File: src/rtl/tcache_pkg.sv
`timescale 1ns / 1ps
// Shared types and constants for the tile cache.
package tcache_pkg;

  localparam int KEY_W   = 32;
  localparam int STAMP_W = 31;
  localparam int SLOT_W  = 6;

  // One stored slot: both grid coordinates and the last-access stamp.
  typedef struct packed {
    logic [KEY_W-1:0]   key_x;
    logic [KEY_W-1:0]   key_z;
    logic [STAMP_W-1:0] stamp;
  } slot_entry_t;

  // Sequencer states.
  typedef enum logic [1:0] {
    ST_IDLE,
    ST_SCAN,
    ST_WRITE,
    ST_DELIVER
  } tcache_state_t;

endpackage

File: src/rtl/tcache_if.sv
`timescale 1ns / 1ps
// Request and response channel interfaces of the tile cache.
interface tcache_req_if
  import tcache_pkg::*;
  (input logic clk);
  logic                      valid;
  logic                      ready;
  logic signed [KEY_W-1:0]   key_x;
  logic signed [KEY_W-1:0]   key_z;
  logic        [STAMP_W-1:0] tick;

  modport source (output valid, key_x, key_z, tick, input ready);
  modport sink   (input valid, key_x, key_z, tick, output ready);
endinterface

interface tcache_rsp_if
  import tcache_pkg::*;
  (input logic clk);
  logic              valid;
  logic              ready;
  logic              hit;
  logic [SLOT_W-1:0] slot;
  logic              evicted;
  logic              fill_request;

  modport source (output valid, hit, slot, evicted, fill_request, input ready);
  modport sink   (input valid, hit, slot, evicted, fill_request, output ready);
endinterface

File: src/rtl/tcache_ctrl.sv
`timescale 1ns / 1ps
// Scan sequencer: key match, oldest-stamp search, write-back and result register.
module tcache_ctrl
  import tcache_pkg::*;
#(
  parameter int NUM_SLOTS = 64,
  parameter int IDX_W     = 6,
  parameter int CNT_W     = 7
) (
  input  logic              clk,
  input  logic              rst,
  tcache_req_if.sink        req,
  tcache_rsp_if.source      rsp,
  output logic [IDX_W-1:0]  rd_addr,
  input  slot_entry_t       rd_data,
  output logic              wr_en,
  output logic [IDX_W-1:0]  wr_addr,
  output slot_entry_t       wr_data
);

  tcache_state_t state, state_next;

  logic [CNT_W-1:0]   slots_used;
  logic [KEY_W-1:0]   key_x;
  logic [KEY_W-1:0]   key_z;
  logic [STAMP_W-1:0] tick;
  logic [IDX_W-1:0]   cmp_idx;
  logic [IDX_W-1:0]   best_idx;
  logic [STAMP_W-1:0] best_stamp;
  logic [IDX_W-1:0]   target;
  logic               res_hit;
  logic               res_evicted;

  logic               out_valid;
  logic               out_hit;
  logic [SLOT_W-1:0]  out_slot;
  logic               out_evicted;
  logic               out_fill;

  logic req_fire;
  logic full;
  logic key_match;
  logic last_cmp;
  logic cand_less;
  logic scan_done;
  logic out_free;

  assign req_fire  = req.valid && req.ready;
  assign full      = (slots_used == CNT_W'(NUM_SLOTS));
  assign key_match = (rd_data.key_x == key_x) && (rd_data.key_z == key_z);
  assign last_cmp  = (CNT_W'(cmp_idx) == slots_used - CNT_W'(1));
  // The first slot compared always seeds the oldest-stamp search.
  assign cand_less = (cmp_idx == '0) || (rd_data.stamp < best_stamp);
  assign scan_done = key_match || last_cmp;
  assign out_free  = !out_valid || rsp.ready;

  // Next-state logic.
  always_comb begin
    state_next = state;
    case (state)
      ST_IDLE: begin
        if (req_fire) begin
          state_next = (slots_used == '0) ? ST_WRITE : ST_SCAN;
        end
      end
      ST_SCAN: begin
        if (scan_done) begin
          state_next = ST_WRITE;
        end
      end
      ST_WRITE: begin
        state_next = ST_DELIVER;
      end
      ST_DELIVER: begin
        if (out_free) begin
          state_next = ST_IDLE;
        end
      end
      default: begin
        state_next = ST_IDLE;
      end
    endcase
  end

  // Outputs decoded from the state.
  always_comb begin
    req.ready = 1'b0;
    rd_addr   = '0;
    wr_en     = 1'b0;
    case (state)
      ST_IDLE: begin
        req.ready = 1'b1;
      end
      ST_SCAN: begin
        if (cmp_idx != IDX_W'(NUM_SLOTS - 1)) begin
          rd_addr = cmp_idx + IDX_W'(1);
        end
      end
      ST_WRITE: begin
        wr_en = 1'b1;
      end
      default: begin
        req.ready = 1'b0;
      end
    endcase
  end

  assign wr_addr = target;
  assign wr_data = '{key_x: key_x, key_z: key_z, stamp: tick};

  // State and occupancy count.
  always_ff @(posedge clk) begin
    if (rst) begin
      state      <= ST_IDLE;
      slots_used <= '0;
    end else begin
      state <= state_next;
      if (state == ST_WRITE && !res_hit && !full) begin
        slots_used <= slots_used + CNT_W'(1);
      end
    end
  end

  // Request capture, scan bookkeeping and slot choice.
  always_ff @(posedge clk) begin
    if (state == ST_IDLE && req_fire) begin
      key_x       <= req.key_x;
      key_z       <= req.key_z;
      tick        <= req.tick;
      cmp_idx     <= '0;
      target      <= '0;
      res_hit     <= 1'b0;
      res_evicted <= 1'b0;
    end else if (state == ST_SCAN) begin
      if (cand_less) begin
        best_idx   <= cmp_idx;
        best_stamp <= rd_data.stamp;
      end
      if (key_match) begin
        target      <= cmp_idx;
        res_hit     <= 1'b1;
        res_evicted <= 1'b0;
      end else if (last_cmp) begin
        res_hit     <= 1'b0;
        res_evicted <= full;
        if (full) begin
          target <= cand_less ? cmp_idx : best_idx;
        end else begin
          target <= slots_used[IDX_W-1:0];
        end
      end else begin
        cmp_idx <= cmp_idx + IDX_W'(1);
      end
    end
  end

  // Result register: holds one finished result until the receiver takes it.
  always_ff @(posedge clk) begin
    if (rst) begin
      out_valid <= 1'b0;
    end else if (state == ST_DELIVER && out_free) begin
      out_valid <= 1'b1;
    end else if (rsp.ready) begin
      out_valid <= 1'b0;
    end
  end

  always_ff @(posedge clk) begin
    if (state == ST_DELIVER && out_free) begin
      out_hit     <= res_hit;
      out_slot    <= SLOT_W'(target);
      out_evicted <= res_evicted;
      out_fill    <= !res_hit;
    end
  end

  assign rsp.valid        = out_valid;
  assign rsp.hit          = out_hit;
  assign rsp.slot         = out_slot;
  assign rsp.evicted      = out_evicted;
  assign rsp.fill_request = out_fill;

  // The occupancy count never passes the number of slots.
  assert property (@(posedge clk) disable iff (rst)
    slots_used <= CNT_W'(NUM_SLOTS))
    else $error("slot occupancy count overflowed");

  // The scan only compares occupied slots.
  assert property (@(posedge clk) disable iff (rst)
    (state == ST_SCAN) |-> (CNT_W'(cmp_idx) < slots_used))
    else $error("scan index beyond occupied slots");

  // A write-back is always followed by delivery of the result.
  assert property (@(posedge clk) disable iff (rst)
    (state == ST_WRITE) |=> (state == ST_DELIVER))
    else $error("write-back not followed by delivery");

  // A delivery step with a free result register always loads a new result.
  assert property (@(posedge clk) disable iff (rst)
    (state == ST_DELIVER && out_free) |=> out_valid)
    else $error("result register not loaded on delivery");

endmodule

File: src/flat_wrapper.sv
// flat-port wrapper written by rule: the top's interface ports become plain ports
module tcache_ctrl_flat import tcache_pkg::*;
#(
  parameter int NUM_SLOTS = 64,
  parameter int IDX_W     = 6,
  parameter int CNT_W     = 7
)
  (clk, rst, rd_addr, rd_data, wr_en, wr_addr, wr_data, req_valid, req_key_x, req_key_z, req_tick, req_ready, rsp_valid, rsp_hit, rsp_slot, rsp_evicted, rsp_fill_request, rsp_ready);
  tcache_req_if req_i (.clk(clk));
  tcache_rsp_if rsp_i (.clk(clk));
  input  logic clk;
  input  logic rst;
  output logic [IDX_W-1:0] rd_addr;
  input  slot_entry_t rd_data;
  output logic wr_en;
  output logic [IDX_W-1:0] wr_addr;
  output slot_entry_t wr_data;
  input wire logic [$bits(req_i.valid)-1:0] req_valid;
  input wire logic [$bits(req_i.key_x)-1:0] req_key_x;
  input wire logic [$bits(req_i.key_z)-1:0] req_key_z;
  input wire logic [$bits(req_i.tick)-1:0] req_tick;
  output wire logic [$bits(req_i.ready)-1:0] req_ready;
  output wire logic [$bits(rsp_i.valid)-1:0] rsp_valid;
  output wire logic [$bits(rsp_i.hit)-1:0] rsp_hit;
  output wire logic [$bits(rsp_i.slot)-1:0] rsp_slot;
  output wire logic [$bits(rsp_i.evicted)-1:0] rsp_evicted;
  output wire logic [$bits(rsp_i.fill_request)-1:0] rsp_fill_request;
  input wire logic [$bits(rsp_i.ready)-1:0] rsp_ready;
  assign req_i.valid = req_valid;
  assign req_i.key_x = req_key_x;
  assign req_i.key_z = req_key_z;
  assign req_i.tick = req_tick;
  assign req_ready = req_i.ready;
  assign rsp_valid = rsp_i.valid;
  assign rsp_hit = rsp_i.hit;
  assign rsp_slot = rsp_i.slot;
  assign rsp_evicted = rsp_i.evicted;
  assign rsp_fill_request = rsp_i.fill_request;
  assign rsp_i.ready = rsp_ready;
  tcache_ctrl #(.NUM_SLOTS(NUM_SLOTS), .IDX_W(IDX_W), .CNT_W(CNT_W)) u_core (.clk(clk), .rst(rst), .req(req_i), .rsp(rsp_i), .rd_addr(rd_addr), .rd_data(rd_data), .wr_en(wr_en), .wr_addr(wr_addr), .wr_data(wr_data));
endmodule
File: config.mk
export PLATFORM = sky130hd
export DESIGN_NAME = tcache_ctrl_flat
export DESIGN_NICKNAME = d
export VERILOG_FILES = /design/src/rtl/tcache_pkg.sv /design/src/rtl/tcache_if.sv /design/src/rtl/tcache_ctrl.sv /design/src/flat_wrapper.sv
export SDC_FILE = /design/constraint.sdc
export NUM_CORES = 1
export LEC_CHECK = 0
export BUFFER_PORTS_ARGS = -buffer_cell sky130_fd_sc_hd__buf_2
export CORE_ASPECT_RATIO = 1.5
export CORE_MARGIN = 2
export CORE_UTILIZATION = 43
export DETAILED_ROUTE_END_ITERATION = 12
export GPL_TIMING_DRIVEN = 0
export PLACE_DENSITY = 0.81
export SLEW_MARGIN = 40
export SYNTH_ARGS = -nofsm -noshare
export SYNTH_HDL_FRONTEND = slang
export SYNTH_SLANG_ARGS = --single-unit
File: constraint.sdc
create_clock -name clk -period 4.3 [get_ports clk]
set_input_delay 0.645 -clock clk [delete_from_list [all_inputs] [get_ports clk]]
set_output_delay 0.645 -clock clk [all_outputs]
set_load 0.01 [all_outputs]
==> results of run 1 <==
[layer usage]
layer	GRT usage	wire length [um]	part of all wire
met1	0.248	7440	0.36
met2	0.380	10600	0.51
met3	0.0935	2170	0.10
met4	0.111	626	0.030
met5	0	0	0
[cell usage in the layout, fill, tap and decap left out, types with 6 or more instances in the layout]
master / count
buf_2: 313
edfxtp_1: 141
xnor2_1: 74
inv_1: 43
ha_1: 38
nor2_1: 34
nand2_1: 28
a21oi_1: 28
dfxtp_1: 24
nand4_1: 22
clkbuf_16: 17
o21ai_0: 15
clkbuf_1: 10
xor2_1: 10
nor4_1: 8
nor3_1: 6
[path summary, 6_finish.rpt]
kind	start	endpoint	cells past startpoint
setup reg to reg	u_core.best_stamp[22]	u_core.best_stamp[10]	10
setup / recovery	u_core.best_stamp[22]	u_core.best_stamp[10]	10
hold reg to reg	u_core.res_evicted	u_core.rsp.evicted	0
hold / removal	req_tick[2]	u_core.tick[2]	1
[per-stage QoR]
stage               setup TNS, ns  worst slack [ns]  total power [mW]  hold WS [ns]  cells
global route                    0              1.07              5.16         0.369   1104
finish                          0              1.29              4.92         0.392   1104
global placement           -17.11            -0.554              3.45         0.425   1065
CTS                             0              1.10              4.95         0.373   1098
floorplan                       0             0.453              2.99         0.409    544
detailed placement              0             0.708              3.52         0.431   1067
[critical path: cells and delay by family (launching register included)]
kind	cells	cell delay, ns
AO/OA/AOI/OAI	6	1.33
AND/OR/NAND/NOR	1	0.46
flip-flops	1	0.38
buffers and inverters	2	0.30
adder cells (fa/ha/maj)	1	0.23
[cell families (layout without fill, tap and decap cells)]
family / after synthesis / in the layout
AND/OR/NAND/NOR: 131 / 131
multiplexers: 6 / 6
adder cells (fa/ha/maj): 38 / 38
XOR/XNOR: 84 / 84
other: 0 / 5
buffers and inverters: 57 / 402
AO/OA/AOI/OAI: 63 / 63
flip-flops: 165 / 165
[cell type report]
class / instances / share of cell area
Clock buffer: 17 / 0.0435
Sequential cell: 165 / 0.482
Buffer: 14 / 0.00807
Clock inverter: 14 / 0.0132
Inverter: 43 / 0.0165
Multi-Input combinational cell: 322 / 0.243
Tap cell: 210 / 0.0269
Antenna cell: 5 / 0.00128
Timing Repair Buffer: 314 / 0.165
[flip-flops by register name, summed over array words and instances (netlist names), 2 cells and up]
signal / flops
u_core.key_x: 32
u_core.key_z: 32
u_core.best_stamp: 31
u_core.tick: 31
u_core.slots_used: 7
u_core.best_idx: 6
u_core.cmp_idx: 6
u_core.rsp.slot: 6
u_core.wr_addr: 6
u_core.state: 2
[report_power, final]
part | switching, mW | total, mW | internal [mW]
Sequential | 0.143 | 2.23 | 2.08
Clock | 0.635 | 1.43 | 0.797
Combinational | 0.741 | 1.26 | 0.518
Total | 1.52 | 4.92 | 3.40
==> impl_metrics.tcl, run 1 <==
set metrics [dict create \
    status "finished clean" \
    synth-seq-cells 165 \
    ios 313 \
    synth_simple_gate_area_frac 0.0936 \
    cp-end-kind "flip-flop" \
    rsz0062_at_grt "false" \
    yosysMostFrequentCell "edfxtp_1" \
    die_area_sq_um 18100 \
    ctsLongestPathBuffers 2 \
    placed_area_sq_um 9200 \
    ys_top_cells_by_count "141 x edfxtp_1, 74 x xnor2_1, 43 x inv_1" \
    first_pass_iters 5 \
    clk_latency_ns 0.42 \
    cp_cell_sequence "inv_1 -> ha_1 -> a21oi_1 -> o21ai_0 -> a221oi_1 -> o211ai_1 -> a31oi_1 -> a21oi_1 -> nor2_4 -> buf_16" \
    grt_max_degree 59 \
    slowest_stage "nor2_4" \
    slew_headroom 0.461 \
    ant_nets 0 \
    yosysSeqAreaShare 0.645 \
    cp_slowest_stage_delay_ns 0.46 \
    synth.cell_area_sq_um 7310 \
    place_hpwl_um 16800 \
    nFillCells 1356 \
    synthMuxAreaShare 0.00856 \
    drt-total-wl_um 20800 \
    cp_max_fo 17 \
    cts_tree "done" \
    synth_cells 544 \
    synth_top_area_share 0.579 \
    hold_class "in -> reg" \
    layout-drive-gt1-share 0.400 \
    drc 0 \
    synthAdderAreaFrac 0.0650 \
    ys_warn_count 0 \
    cp_common_cell "a21oi_1" \
    multi_input_area_sq_um 2370 \
    drv_cap 0 \
    post_synth_main_area_contributors "edfxtp_1 58%, xnor2_1 8.9%, dfxtp_1 6.6%, ha_1 6.5%, inv_1 2.2%" \
    fin_crit_sh 0.700 \
    final_area_sq_um 9770 \
    synth_edf_count 141 \
    gp_congestion 0.909 \
    wl_per_cell_um 18.9 \
    die_w_um 110 \
    syn_avg_cell_area_sq_um 13.4 \
    path_clk_slew_ns 0.07 \
    seqCellArea_sq_um 4710 \
    final_nets 1109 \
    synth_compound_area_frac 0.0556 \
    critPathKind "reg -> reg" \
    viasPerCell 5.04 \
    powerDensity_nw_per_um2 503 \
    setup-violations-final 0 \
    cts_sinks 165 \
    synth_cell_types 44 \
    leakage_nw 4.12 \
    finalHoldViolations 0 \
    cts.repair.resized 0 \
    vias 5561 \
    synth_top_family_by_area "XOR/XNOR gates" \
    worstSetupStartpointType "flip-flop" \
    placement.io_buffers 311 \
    antenna_found_initial 5 \
    grt_pass1_wl_um 30500 \
    synth-xor-area-share 0.101 \
    core_area_sq_um 16700 \
    slew_violations 0 \
    vdd_drop_max_uv 232 \
    cts_max_level 4 \
    grt_usage 0.226 \
    arrival_ns 3.14 \
    synth_largest_area_cell "edfxtp_1" \
    fin_crit_ns 3.01 \
    cts_buffers 17 \
    synth_fp_nets 776 \
    grt_pass1_vias 5591 \
    placementRows 58 \
    overflow 0 \
    clock_skew_ns 0.00765 \
    area_growth_pct 33.7 \
    worst_pin_slew_ns 0.807 \
    ctsHoldBuffers 0 \
    synthFlopType "edfxtp_1" \
    initialDrtViolationCount 283 \
    start_util 0.438 \
    required_ns 4.43 \
    fin_util 0.586 \
    root_buffer "clkbuf_16" \
    r2r_slack_ns 1.29 \
    die_h_um 164 \
    post_cts_buffers 0 \
    fmax_ghz 0.332 \
    ys_async_sr_fraction 0 \
]
No activity file was read; power rests on OpenSTA's default activity.
==> run 2, diff against run 1 <==
Settings changed: ABC_AREA from default to 1, CORE_UTILIZATION 43 to 44, PLACE_DENSITY 0.81 to 0.82.
Clock period 4.3 ns to 2.4 ns, I/O delays scaled along.
==> run 2 against run 1 <==
Against the previous run: synthesized area is 4.5% higher; die area is 2.0% higher; clock power is 92% higher; flip-flop and latch count stayed put; routed wire length is 2.5% lower; critical path depth is 4 lower; worst hold slack worse by 0.29 ns; clock skew is 0.0061 ns higher; utilization is 0.65 points higher; critical path type is now reg -> out; critical endpoint is now rd_addr[2]; largest cell class unchanged.
==> impl_metrics.tcl, run 2 <==
set metrics [dict create \
    status "finished clean" \
    viasPerCell 4.79 \
    setup_tns_ns 0 \
    cts_buffers 17 \
    r2r_slack_ns 0.08 \
    placed_area_sq_um 9490 \
    worstSetupStartpointType "flip-flop" \
    yosysSeqAreaShare 0.617 \
    worst_slack_ns 0.0579 \
    ctsLongestPathBuffers 2 \
    cp_max_fo 7 \
    leakage_nw 4.79 \
    synth_cell_types 33 \
    holdPathEnd "u_core.tick[12]" \
    setup-violations-final 0 \
    synthFlopType "edfxtp_1" \
    slew_violations 0 \
    wl_per_cell_um 16.0 \
    fin_crit_sh 0.976 \
    first_pass_iters 4 \
    synth_edf_count 141 \
    dp.cells 1227 \
    critPathKind "reg -> out" \
    final_nets 1271 \
    synth_fp_nets 934 \
    cp_common_cell "inv_1" \
    final_area_sq_um 10200 \
    worst_pin_slew_ns 0.706 \
    clock_skew_ns 0.0137 \
    vdd_drop_max_uv 501 \
    top_regs "u_core.key_x (32), u_core.key_z (32)" \
    core_area_sq_um 17200 \
    gp_congestion 0.934 \
    placement.io_buffers 312 \
    finalHoldViolations 0 \
    seqCellArea_sq_um 4710 \
    arrival_ns 1.98 \
    cp_num_buf_inv 4 \
    r2r-start "u_core.best_stamp[29]" \
    required_ns 2.04 \
    reg2reg_depth 13 \
    layout_common_cells "312 x buf_2, 141 x edfxtp_1, 139 x nand2_1" \
    startpoint "u_core.state[1]" \
    cp-end-kind "output pin" \
    ys_warn_count 0 \
    drv_cap 0 \
    die_area_sq_um 18400 \
    grt_pass1_vias 6077 \
    fmax_ghz 0.427 \
    nFillCells 1449 \
    post_synth_main_area_contributors "edfxtp_1 55%, nand2_1 6.9%, xor2_1 6.4%, dfxtp_1 6.3%, ha_1 6.2%" \
    powerDensity_nw_per_um2 971 \
    drc 0 \
    fin_util 0.592 \
    place_hpwl_um 15600 \
    initialDrtViolationCount 278 \
    synth-seq-cells 165 \
    fin_hold_ws_ns 0.0982 \
    layout-drive-gt1-share 0.362 \
    antenna_found_initial 1 \
    synth_top_area_share 0.554 \
    slew_headroom 0.529 \
    drt-total-wl_um 20300 \
    grt_usage 0.215 \
    overflow 0 \
    pre_cts_ws_ns -0.273 \
    ys_top_cells_by_count "141 x edfxtp_1, 140 x nand2_1, 94 x inv_1" \
    slowest_stage "dfxtp_1" \
    vias 6072 \
    multi_input_area_sq_um 2590 \
    path_delay_family "buffers and inverters" \
    area_growth_pct 33.3 \
    r2r-end "u_core.best_stamp[1]" \
    hold_start "req_tick[12]" \
    start_util 0.444 \
    placementRows 59 \
    root_buffer "clkbuf_16" \
    cts_tree "done" \
    grt_max_degree 105 \
    path_clk_slew_ns 0.07 \
    cp_cell_sequence "inv_1 -> ha_2 -> clkbuf_4 -> inv_1 -> nor2_1 -> buf_2" \
    cts_sinks 165 \
    clk_latency_ns 0.43 \
    cp_slowest_stage_delay_ns 0.34 \
    hold_depth 1 \
    synth.cell_area_sq_um 7640 \
    power_mw 9.89 \
    cts_max_level 4 \
    die_w_um 112 \
    synth_largest_area_cell "edfxtp_1" \
    final_common_cell "buf_2" \
    syn_avg_cell_area_sq_um 10.9 \
    ys_async_sr_fraction 0 \
    post_layout_nonfiller_instances 1267 \
    fin_crit_ns 2.34 \
    synth_cells 702 \
    yosysMostFrequentCell "edfxtp_1" \
    ios 313 \
    grt_pass1_wl_um 30200 \
    ctsHoldBuffers 0 \
    hold_class "in -> reg" \
    ant_nets 0 \
    die_h_um 165 \
]
-- run 2: cell count changes after synthesis, moves of 6 or more --
cell,change
inv_1,+51
nand2_1,+112
nor2_1,+54
clkbuf_1,-11
nor4_1,-8
a21oi_1,+6
nand3_1,+15
nand4_1,-18
xor2_1,+46
xnor2_1,-67
-- run 2: cell families after synthesis --
family / Yosys count / share of synthesized area
simple gates: 278 / 0.157
fa+ha+maj: 38 / 0.0623
flops: 165 / 0.617
compound gates: 57 / 0.0405
buf+inv: 101 / 0.0509
xor+xnor: 63 / 0.0722
-- run 2: how the worst max path moves through the flow --
stage                                 endpoint  slack [ns]  depth (start not counted)
after floorplan              u_core.wr_addr[3]        0.01                          6
after global placement         u_core.tick[30]       -0.60                          4
after detailed placement  u_core.best_stamp[1]       -0.27                         11
after CTS                           rd_addr[3]        0.07                          7
after global routing         u_core.wr_addr[2]       -0.06                         13
final                               rd_addr[2]        0.06                          6
-- run 2: layout make-up --
type / count / share of cell area
buffer: 3 / 0.00233
multi-input combinational: 438 / 0.254
tap: 213 / 0.0262
inverter: 98 / 0.0374
antenna: 2 / 0.000492
clock buffer: 17 / 0.0418
sequential: 165 / 0.463
timing repair buffer: 316 / 0.159
clock inverter: 15 / 0.0161
-- run 2: per-layer routing --
layer / track usage / wire length, um / vias to the layer above
met2: 0.399 / 11000 / 251
met4: 0.0836 / 549 / 0
met3: 0.0734 / 1550 / 36
li1: - / - / 2992
met5: 0 / 0 / -
met1: 0.224 / 7270 / 2793
-- run 2: where the power goes --
part | switching [mW] | internal [mW] | total [mW]
registers | 0.344 | 3.92 | 4.27
clock network | 1.19 | 1.56 | 2.75
logic | 1.77 | 1.10 | 2.87
-- run 2: what timing repair did --
action	CTS	global route
resized for setup	2	6
endpoints found under the setup margin	32	39
pin swaps	1	3
gates cloned	1	1
buffers inserted	0	4
